`src/hw/rtl/cbr_pkg.sv`:
```
// Shared types, constants and byte helpers for the CBC byte rotate cipher.
// No dependencies; imported by the transform, top-level and checker modules.
package cbr_pkg;

  localparam int unsigned CbrBlockBytes = 16;
  localparam int unsigned CbrPosW       = 4;
  localparam int unsigned CbrAmtW       = 3;
  localparam int unsigned CbrAddrW      = 6;
  localparam int unsigned CbrDataW      = 64;

  localparam logic [2:0] CbrRegKeyLow  = 3'd0;
  localparam logic [2:0] CbrRegKeyHigh = 3'd1;
  localparam logic [2:0] CbrRegIvLow   = 3'd2;
  localparam logic [2:0] CbrRegIvHigh  = 3'd3;
  localparam logic [2:0] CbrRegMode    = 3'd4;

  typedef enum logic {
    CbrStream,
    CbrPad
  } cbr_state_e;

  function automatic logic [7:0] cbr_rotl(input logic [7:0] v, input logic [CbrAmtW-1:0] s);
    logic [15:0] w;
    w = {v, v} << s;
    return w[15:8];
  endfunction

  function automatic logic [7:0] cbr_rotr(input logic [7:0] v, input logic [CbrAmtW-1:0] s);
    logic [15:0] w;
    w = {v, v} >> s;
    return w[7:0];
  endfunction

endpackage

```
`src/hw/rtl/cbr_in_if.sv`:
```
// Input channel of the cipher: one message byte per request.
// No dependencies.
interface cbr_in_if;
  logic       valid;
  logic       ready;
  logic [7:0] data_byte;
  logic       final_byte;

  modport source (output valid, data_byte, final_byte, input ready);
  modport sink   (input valid, data_byte, final_byte, output ready);
endinterface

```
`src/hw/rtl/cbr_out_if.sv`:
```
// Output channel of the cipher: one transformed byte per request.
// No dependencies.
interface cbr_out_if;
  logic       valid;
  logic       ready;
  logic [7:0] out_byte;
  logic       out_last;

  modport source (output valid, out_byte, out_last, input ready);
  modport sink   (input valid, out_byte, out_last, output ready);
endinterface

```
`src/hw/rtl/cbr_cell.sv`:
```
// One cell of the chain ring: holds a single chain byte.
// Depends on nothing; instantiated sixteen times by the top level.
module cbr_cell (
  input  logic       clk_i,
  input  logic       rst_ni,
  input  logic       shift_i,
  input  logic       load_i,
  input  logic [7:0] load_val_i,
  input  logic [7:0] next_val_i,
  output logic [7:0] val_o
);

  logic [7:0] val_q, val_d;

  always_comb begin
    val_d = val_q;
    if (shift_i) begin
      val_d = load_i ? load_val_i : next_val_i;
    end
  end

  always_ff @(posedge clk_i or negedge rst_ni) begin
    if (!rst_ni) begin
      val_q <= 8'd0;
    end else begin
      val_q <= val_d;
    end
  end

  assign val_o = val_q;

endmodule

```
`src/hw/rtl/cbr_xform.sv`:
```
// Per-byte transform: xor with the chain byte and rotate by the key amount.
// Depends on cbr_pkg for the rotate helpers.
module cbr_xform
  import cbr_pkg::*;
(
  input  logic [7:0]         data_i,
  input  logic [7:0]         chain_i,
  input  logic [CbrAmtW-1:0] amt_i,
  input  logic               decrypt_i,
  output logic [7:0]         res_o,
  output logic [7:0]         chain_o
);

  always_comb begin
    if (decrypt_i) begin
      res_o   = cbr_rotr(data_i, amt_i) ^ chain_i;
      chain_o = data_i;
    end else begin
      res_o   = cbr_rotl(data_i ^ chain_i, amt_i);
      chain_o = res_o;
    end
  end

endmodule

```
`src/hw/rtl/cbc_byte_rotate_cipher_core.sv`:
```
// Top level of the CBC byte rotate cipher: register port, chain ring and output skid.
// Depends on cbr_pkg, cbr_in_if, cbr_out_if, cbr_cell and cbr_xform.
//
//  channel | direction | carries
//  --------+-----------+-----------------------------------------------
//  in_i    | sink      | data_byte, final_byte; one message byte per request
//  out_o   | source    | out_byte, out_last; one result byte per request
//  APB     | slave     | key, IV and mode registers at byte address 8*i
//
// One input request is taken per cycle while the skid stage is empty; its result is
// registered the same cycle. A final byte that leaves its block short is followed by
// one padding byte per cycle (up to fifteen), skid permitting, with in_i.ready low.
// An output register with a skid stage keeps input taken while one result waits.
// Reset is asynchronous and active low; no clearing pass is needed.
module cbc_byte_rotate_cipher_core
  import cbr_pkg::*;
(
  input  logic                clk_i,
  input  logic                rst_ni,
  cbr_in_if.sink              in_i,
  cbr_out_if.source           out_o,
  input  logic                psel,
  input  logic                penable,
  input  logic                pwrite,
  input  logic [CbrAddrW-1:0] paddr,
  input  logic [CbrDataW-1:0] pwdata,
  output logic [CbrDataW-1:0] prdata,
  output logic                pready
);

  // Configuration registers.
  logic [63:0] key_low_q, key_high_q, iv_low_q, iv_high_q;
  logic        decrypt_q;
  logic        cfg_wr;
  logic [2:0]  cfg_idx;

  assign pready  = 1'b1;
  assign cfg_wr  = psel && penable && pwrite;
  assign cfg_idx = paddr[CbrAddrW-1:3];

  always_ff @(posedge clk_i or negedge rst_ni) begin
    if (!rst_ni) begin
      key_low_q  <= '0;
      key_high_q <= '0;
      iv_low_q   <= '0;
      iv_high_q  <= '0;
      decrypt_q  <= 1'b0;
    end else if (cfg_wr) begin
      unique case (cfg_idx)
        CbrRegKeyLow:  key_low_q  <= pwdata;
        CbrRegKeyHigh: key_high_q <= pwdata;
        CbrRegIvLow:   iv_low_q   <= pwdata;
        CbrRegIvHigh:  iv_high_q  <= pwdata;
        CbrRegMode:    decrypt_q  <= pwdata[0];
        default: ;
      endcase
    end
  end

  always_comb begin
    unique case (cfg_idx)
      CbrRegKeyLow:  prdata = key_low_q;
      CbrRegKeyHigh: prdata = key_high_q;
      CbrRegIvLow:   prdata = iv_low_q;
      CbrRegIvHigh:  prdata = iv_high_q;
      CbrRegMode:    prdata = {63'd0, decrypt_q};
      default:       prdata = '0;
    endcase
  end

  // Sequencer state.
  cbr_state_e         state_q, state_d;
  logic [CbrPosW-1:0] pos_q, pos_d, pos_next;
  logic               fresh_q, fresh_d;
  logic               step;
  logic               step_last;
  logic [7:0]         step_data;

  // Output register and skid stage.
  logic       out_valid_q, skid_valid_q;
  logic [7:0] out_byte_q, skid_byte_q;
  logic       out_last_q, skid_last_q;
  logic       space;

  assign space    = !skid_valid_q;
  assign pos_next = pos_q + 1'b1;

  always_comb begin
    state_d = state_q;
    unique case (state_q)
      CbrStream: begin
        if (step && in_i.final_byte && (pos_next != '0)) begin
          state_d = CbrPad;
        end
      end
      CbrPad: begin
        if (step && (pos_next == '0)) begin
          state_d = CbrStream;
        end
      end
      default: state_d = CbrStream;
    endcase
  end

  always_comb begin
    in_i.ready = 1'b0;
    step       = 1'b0;
    step_data  = 8'd0;
    step_last  = 1'b0;
    unique case (state_q)
      CbrStream: begin
        in_i.ready = space;
        step       = in_i.valid && space;
        step_data  = in_i.data_byte;
        step_last  = in_i.final_byte && (pos_next == '0);
      end
      CbrPad: begin
        step      = space;
        step_last = (pos_next == '0);
      end
      default: ;
    endcase
  end

  always_comb begin
    pos_d   = step ? pos_next : pos_q;
    fresh_d = fresh_q;
    if (step) begin
      fresh_d = step_last;
    end
  end

  always_ff @(posedge clk_i or negedge rst_ni) begin
    if (!rst_ni) begin
      state_q <= CbrStream;
      pos_q   <= '0;
      fresh_q <= 1'b1;
    end else begin
      state_q <= state_d;
      pos_q   <= pos_d;
      fresh_q <= fresh_d;
    end
  end

  // Chain ring: cell 0 holds the current chain byte; a message's first byte uses the IV.
  logic [127:0]       key_all, iv_all;
  logic [7:0]         cell_val [CbrBlockBytes];
  logic [7:0]         chain_cur, chain_new, res;
  logic [CbrAmtW-1:0] amt;

  assign key_all   = {key_high_q, key_low_q};
  assign iv_all    = {iv_high_q, iv_low_q};
  assign amt       = key_all[{pos_q, 3'b000} +: CbrAmtW];
  assign chain_cur = fresh_q ? iv_all[7:0] : cell_val[0];

  for (genvar k = 0; k < CbrBlockBytes; k++) begin : g_cell
    logic [7:0] load_val, next_val;
    if (k == CbrBlockBytes - 1) begin : g_tail
      assign load_val = chain_new;
      assign next_val = chain_new;
    end else begin : g_body
      assign load_val = iv_all[8*(k+1) +: 8];
      assign next_val = cell_val[k+1];
    end
    cbr_cell u_cell (
      .clk_i      (clk_i),
      .rst_ni     (rst_ni),
      .shift_i    (step),
      .load_i     (fresh_q),
      .load_val_i (load_val),
      .next_val_i (next_val),
      .val_o      (cell_val[k])
    );
  end

  cbr_xform u_xform (
    .data_i    (step_data),
    .chain_i   (chain_cur),
    .amt_i     (amt),
    .decrypt_i (decrypt_q),
    .res_o     (res),
    .chain_o   (chain_new)
  );

  // A request enters the skid only when the output register is full and not leaving.
  logic pop;
  assign pop = out_valid_q && out_o.ready;

  always_ff @(posedge clk_i or negedge rst_ni) begin
    if (!rst_ni) begin
      out_valid_q  <= 1'b0;
      skid_valid_q <= 1'b0;
    end else begin
      if (!out_valid_q || pop) begin
        out_valid_q  <= skid_valid_q || step;
        skid_valid_q <= 1'b0;
      end else if (step) begin
        skid_valid_q <= 1'b1;
      end
    end
  end

  always_ff @(posedge clk_i) begin
    if (!out_valid_q || pop) begin
      if (skid_valid_q) begin
        out_byte_q <= skid_byte_q;
        out_last_q <= skid_last_q;
      end else if (step) begin
        out_byte_q <= res;
        out_last_q <= step_last;
      end
    end else if (step) begin
      skid_byte_q <= res;
      skid_last_q <= step_last;
    end
  end

  assign out_o.valid    = out_valid_q;
  assign out_o.out_byte = out_byte_q;
  assign out_o.out_last = out_last_q;

endmodule

```
`src/flat_wrapper.sv`:
```
// flat-port wrapper written by rule: the top's interface ports become plain ports
module cbc_byte_rotate_cipher_core_flat import cbr_pkg::*;
  (clk_i, rst_ni, psel, penable, pwrite, paddr, pwdata, prdata, pready, in_i_valid, in_i_data_byte, in_i_final_byte, in_i_ready, out_o_valid, out_o_out_byte, out_o_out_last, out_o_ready);
  cbr_in_if in_i_i ();
  cbr_out_if out_o_i ();
  input  logic clk_i;
  input  logic rst_ni;
  input  logic psel;
  input  logic penable;
  input  logic pwrite;
  input  logic [CbrAddrW-1:0] paddr;
  input  logic [CbrDataW-1:0] pwdata;
  output logic [CbrDataW-1:0] prdata;
  output logic pready;
  input wire logic [$bits(in_i_i.valid)-1:0] in_i_valid;
  input wire logic [$bits(in_i_i.data_byte)-1:0] in_i_data_byte;
  input wire logic [$bits(in_i_i.final_byte)-1:0] in_i_final_byte;
  output wire logic [$bits(in_i_i.ready)-1:0] in_i_ready;
  output wire logic [$bits(out_o_i.valid)-1:0] out_o_valid;
  output wire logic [$bits(out_o_i.out_byte)-1:0] out_o_out_byte;
  output wire logic [$bits(out_o_i.out_last)-1:0] out_o_out_last;
  input wire logic [$bits(out_o_i.ready)-1:0] out_o_ready;
  assign in_i_i.valid = in_i_valid;
  assign in_i_i.data_byte = in_i_data_byte;
  assign in_i_i.final_byte = in_i_final_byte;
  assign in_i_ready = in_i_i.ready;
  assign out_o_valid = out_o_i.valid;
  assign out_o_out_byte = out_o_i.out_byte;
  assign out_o_out_last = out_o_i.out_last;
  assign out_o_i.ready = out_o_ready;
  cbc_byte_rotate_cipher_core u_core (.clk_i(clk_i), .rst_ni(rst_ni), .in_i(in_i_i), .out_o(out_o_i), .psel(psel), .penable(penable), .pwrite(pwrite), .paddr(paddr), .pwdata(pwdata), .prdata(prdata), .pready(pready));
endmodule
```
`config.mk`:
```
export PLATFORM = sky130hd
export DESIGN_NAME = cbc_byte_rotate_cipher_core_flat
export DESIGN_NICKNAME = d
export VERILOG_FILES = /design/src/hw/rtl/cbr_pkg.sv /design/src/hw/rtl/cbr_in_if.sv /design/src/hw/rtl/cbr_out_if.sv /design/src/hw/rtl/cbr_cell.sv /design/src/hw/rtl/cbr_xform.sv /design/src/hw/rtl/cbc_byte_rotate_cipher_core.sv /design/src/flat_wrapper.sv
export SDC_FILE = /design/constraint.sdc
export NUM_CORES = 1
export LEC_CHECK = 0
export ABC_AREA = 1
export BUFFER_PORTS_ARGS = -buffer_cell sky130_fd_sc_hd__clkbuf_2
export CORE_ASPECT_RATIO = 1.1
export CORE_MARGIN = 5
export CORE_UTILIZATION = 35
export DETAILED_ROUTE_END_ITERATION = 10
export PLACE_DENSITY_LB_ADDON = 0.12
export RECOVER_POWER = 25
export SYNTH_ARGS = -nofsm -noshare
export SYNTH_HDL_FRONTEND = slang
export SYNTH_SLANG_ARGS = --single-unit
```
`constraint.sdc`:
```
create_clock -name clk_i -period 2.37 [get_ports clk_i]
set_clock_uncertainty 0.05 [all_clocks]
set_input_delay 0.474 -clock clk_i [delete_from_list [all_inputs] [get_ports clk_i]]
set_output_delay 0.474 -clock clk_i [all_outputs]
set_load 0.1 [all_outputs]
```
After elaboration in Yosys (flattened, before gate mapping)
Cells that the tools add are included.

operators by class
  add/sub/neg operators = 1
  equality and inequality tests = 4
  shifts and indexed selects = 3
  multiplexer cells = 32
  bitwise operators = 4
  reductions and logical operators = 24

operators with widths
  kind                   number
  $pmux W64 S5           1
  $mux W8                21
  $shiftx A128 B8 Y3     1
  $shl A16 B3 Y16        1
  $shr A16 B3 Y8         1
  $xor A8 B8 Y8          2
  $reduce_and A2 Y1      7
  $logic_and A1 B1 Y1    8
  $mux W1                7
  $eq A3 B2 Y1 const B   2
  $pmux W1 S2            3
  $add A4 B1 Y4 const B  1
  $logic_not A4 Y1       1
  $reduce_bool A2 Y1     2
  $reduce_bool A4 Y1     1
  $eq A3 B1 Y1 const B   1
  $eq A3 B3 Y1 const B   1
  $logic_not A3 Y1       1
  $logic_not A1 Y1       2
  $logic_or A1 B1 Y1     2
  $not A1 Y1             2

word-level totals
  register bits after elaboration = 411
  input bits = 86
  output and inout bits = 76
  logic and storage cells = 98

Depth between registers and ports, before layout
  depth after elaboration = 7
  depth in mapped cells = 18
  gate-level depth less buffers = 15

Modules after synthesis
Synthesis repeated with hierarchy kept, for this count alone.

unflattened totals
  cell total of the unflattened synthesis = 2,816
  area, all modules = 20,945.1 µm²

modules (own cells, without submodules)
  module                       times used  cells an instance  area an instance (µm²)  sequential area each (µm²)
  cbc_byte_rotate_cipher_core  1           1,521              12,568.3                7,173.1
  cbr_cell                     16          68                 459.2                   200.2
  cbr_xform                    1           207                1,029.7                 0.0

Least setup slack after synthesis
Ideal clock, no wire load.

  path type = input to output
  from = in paddr[3]
  to = out prdata[10]
  arrival = 3.023 ns
  required time = 1.846 ns
  setup slack = -1.177 ns
  stages = 4
  buffers on the path = 1
  path through = nor2_1 > nand2_1 > clkbuf_1 > o21ai_0

between the ends
  cells in the longest elaborated chain, start to end = 2
  elaborated cells between the ends (all ways) = 6
  those cells by class = 4 x eq/ne; 1 x mux; 1 x reduce/logical

ends and longest elaborated chain
  what                                        line                               RTL
  start, declared                             flat_wrapper.sv:11                 input logic [CbrAddrW-1:0] paddr;
  $eq A3 B3 Y1, or another cell as far along  cbc_byte_rotate_cipher_core.sv:61  unique case (cfg_idx)
  $pmux W64 S5 *                              cbc_byte_rotate_cipher_core.sv:61
  end, declared                               flat_wrapper.sv:13                 output logic [CbrDataW-1:0] prdata;

Every way passes the cells marked *; elsewhere a longest branch is shown, timed or not.

Final worst setup path
  from = in paddr[3]
  to = out prdata[42]

The elaborated chain is that of the path after synthesis.

==> flow_summary.yaml <==
run_status:
  status: "finished, violations left"
  violations: "negative setup slack"
power_and_ir_drop:
  power.density_nw_per_um2: 1300
  p_total_mw: 34.0
  max-vdd-ir-drop_mv: 0.663
  p_comb_frac: 0.489
  p_clk_frac: 0.205
  p_sw_mw: 14.6
  swShare: 0.429
  intPower_mw: 19.4
  p_seq_frac: 0.305
  power_leakage_nw: 12.5
floorplan:
  fp.coreArea_um2: 54600
  ioPinCount: 162
  die_w_um: 233
  fp.dieArea_um2: 59600
  start_util: 0.351
  fp-row-count: 90
  chipHeight_um: 256
sta:
  fin_crit_ns: 2.38
  maxSlewHeadroom: 0.144
  rsz0062_at_grt: "true"
  slew_viol_final: 0
  max_freq_mhz: 420
  fin_ws_ns: -0.00868
  setup-violations-final: 2
  worstMarginPinSlew_ns: 1.28
  finalHoldViolCount: 0
  period_share: 1.00
layout:
  syn2layout_area_growth_pct: 35.8
  fillers: 5250
  multiInputGateArea_um2: 8720
  regArea_um2: 10400
  final_area_um2: 26100
  insertedDiodeCount: 0
  fin_util: 0.477
  drive_gt1_frac: 0.246
  nets: 2558
logic_synthesis:
  ys_seq_area_frac: 0.541
  synth_nets: 2375
  ys_warn_count: 0
  synth_top_cell_by_area: "dfrtp_1"
  netlist_area_um2: 19200
  ys_ff_latch: 411
  synthTopCellsByArea: "dfrtp_1, nand2_1, o21ai_0"
  syn_area_per_cell_um2: 8.39
  synthCells: 2288
  synth_top_area_frac: 0.511
  synth.distinct_cells: 35
placed_design:
  io_buffers: 157
  dp_hpwl_um: 42800
  dpl-instance-area_um2: 23100
  place_congestion: 0.841
cts:
  cts_made_buffers: 46
  h-tree-depth: 2
  clk_path_buf_depth: 3
  clkLatencyLatePin_ns: 0.57
  path_clk_slew_ns: 0.06
  cts-root-buf: "clkbuf_16"
  tritoncts: "built"
  numClockSinks: 411
critical_path:
  reg2reg_depth: 15
  required_ns: 1.85
  criticalPathCategory: "in2out"
  critPathMostFrequentCell: "buf_12"
  critPathMaxStageDelay_ns: 0.21
  startpoint_type: "primary input"
  cpMaxStageDelayCell: "buf_12"
  end_kind: "output port"
  crit_chain: "clkbuf_16 -> inv_8 -> nor3_4 -> buf_6 -> clkinv_8 -> buf_12 -> buf_8 -> nor2_4 -> a221oi_2 -> o21ai_2 -> buf_12"
  arrival_ns: 1.85
  path_max_fanout: 8
global_routing:
  grt_pass1_vias: 16400
  grt_remaining_overflow: 0
  grt_pass1_wl_um: 98700
  grtUsageTotal: 0.211
  antenna_found_initial: 0
  grt_max_degree: 77
routing:
  routedWlPerCell_um: 19.8
  via_count: 16500
  ant_nets: 0
  wl_um: 64100
  first_pass_iters: 5
  drt_iter0_drc: 1294
  route.detailed.drc: 0
  vias_per_cell: 5.10
min_path:
  min_path_cells: 4
  hold_path_class: "in2reg"
job:
  drv_cap: 0
[area by class of cell]
cell class,count,area share
Timing Repair Buffer,292,0.135
Clock buffer,68,0.0525
Tap cell,736,0.0353
Multi-Input combinational cell,1464,0.335
Sequential cell,411,0.398
Inverter,254,0.0396
Timing Repair inverter,2,0.000768
Clock inverter,14,0.00374
[cell usage after synthesis]
library cell,number
buf_4,5
a221oi_1,18
buf_2,8
ha_1,1
or2_1,2
dfstp_2,1
o211ai_1,116
inv_6,1
nand3_4,2
nand3_2,10
inv_1,245
nand2_4,3
a22oi_1,50
edfxtp_1,18
inv_4,1
o2111ai_1,1
a31oi_1,12
conb_1,1
nor3_1,3
o21ai_1,5
dfrtp_1,392
buf_8,1
nor2_1,32
a21oi_1,9
nand2_2,4
nand2_1,609
buf_6,6
xor2_1,11
inv_2,5
buf_1,13
and3_1,1
clkinv_1,2
nand3_1,164
o21ai_0,409
clkbuf_1,127
[critical path: cells and delay by family]
| family | cells | cell delay (ns) |
|---|---|---|
| compound gates | 2 | 0.18 |
| buf+inv | 7 | 0.89 |
| simple gates | 2 | 0.28 |
[kinds of logic after synthesis]
logic type / after synthesis / share of synthesized area
AOI/OAI and AO/OA: 620 / 0.188
DFF: 411 / 0.541
buffers and inverters: 414 / 0.0858
and+or+nand+nor: 830 / 0.180
xor gates and xnor gates: 11 / 0.00502
other: 1 / 0.000195
adders and majority gates: 1 / 0.000652
[layer usage]
layer	routed length (um)	GRT usage	vias to the layer above
met4	1750	0.0579	0
met2	30900	0.343	390
met3	2820	0.0339	97
li1	-	-	7969
met5	0	0	-
met1	28700	0.294	8085
[final timing paths]
kind                                                  start                            endpoint  slack [ns]
setup / recovery                                   paddr[3]                          prdata[42]      -0.009
hold / removal                                  out_o_ready     u_core.skid_valid_q$_DFFE_PN0P_        0.14
setup reg to reg                u_core.pos_q[0]$_DFFE_PN0N_  u_core.out_o.out_byte[6]$_DFFE_PP_           0
hold reg to reg            u_core.key_low_q[14]$_DFFE_PN0P_    u_core.key_low_q[14]$_DFFE_PN0P_        0.43
max in group asynchronous                            rst_ni    u_core.key_high_q[5]$_DFFE_PN0P_        0.34
min in group asynchronous                            rst_ni    u_core.key_low_q[27]$_DFFE_PN0P_        0.36
[cell usage in the layout, fill, tap and decap left out, types with 4 or more instances in the layout]
cell       netlist  routed
a22oi_1         50      23
buf_12           0     105
nand2_4          3       6
nand3_4          2      54
o21ai_2          0      20
nand3_2         10      80
nand2_2          4      20
a21oi_1          9       7
clkinv_2         0       9
buf_16           0       4
clkbuf_1       127      15
buf_4            5      66
clkbuf_16        0      53
xor2_1          11      10
buf_8            1       8
clkbuf_2         0      92
buf_6            6       7
nor2_1          32      20
inv_1          245     241
clkbuf_8         0       7
inv_2            5       5
o21ai_1          5      13
nor2_4           0       9
edfxtp_1        18      18
nand2_1        609     587
a221oi_1        18       7
dfrtp_1        392     390
a221oi_2         0      11
o211ai_1       116     116
o21ai_0        409     381
a31oi_1         12      12
nand2_8          0       4
nand3_1        164      42
a22oi_2          0      27
[through the flow]
step | cells | setup WS, ns | TNS (ns) | hold slack (ns)
2_1_floorplan | 2288 | -0.490 | -5.22 | 0.128
4_1_cts | 3229 | -0.0286 | -0.226 | 0.105
5_1_grt | 3241 | -0.0894 | -1.16 | 0.148
6_report | 3241 | -0.00868 | -0.0171 | 0.139
3_3_place_gp | 3132 | -0.224 | -2.38 | 0.380
3_5_place_dp | 3132 | -0.249 | -3.28 | 0.384
[sequential cells by signal (all words and copies together), names as in the netlist]
signal	count
u_core.decrypt_q	1
u_core.fresh_q	1
u_core.g_cell.u_cell.val_o	128
u_core.iv_high_q	64
u_core.iv_low_q	64
u_core.key_high_q	64
u_core.key_low_q	64
u_core.out_o.out_byte	8
u_core.out_o.out_last	1
u_core.out_o.valid	1
u_core.pos_q	4
u_core.skid_byte_q	8
u_core.skid_last_q	1
u_core.skid_valid_q	1
u_core.state_q	1
[power groups by stage]
stage / Combinational [mW] / Sequential [mW] / Clock (mW)
3_3_place_gp: 14.1 / 10.4 / 0
3_5_place_dp: 14.2 / 10.4 / 0
6_report: 16.6 / 10.4 / 6.99
2_1_floorplan: 8.88 / 10.7 / 0
4_1_cts: 14.5 / 10.3 / 7.19
5_1_grt: 18.2 / 10.6 / 7.45
[timing repair]
| item | 4_1_cts | 5_1_grt |
|---|---|---|
| hold endpoints to repair | 38 | 0 |
| endpoints found under the setup margin | 67 | 70 |
| gates resized for setup | 84 | 179 |
| pin swaps | 8 | 44 |
| hold buffers | 1 | 0 |
| gates cloned | 4 | 5 |
| setup buffers | 10 | 7 |
Note: power is estimated with default switching activity, not from simulation.
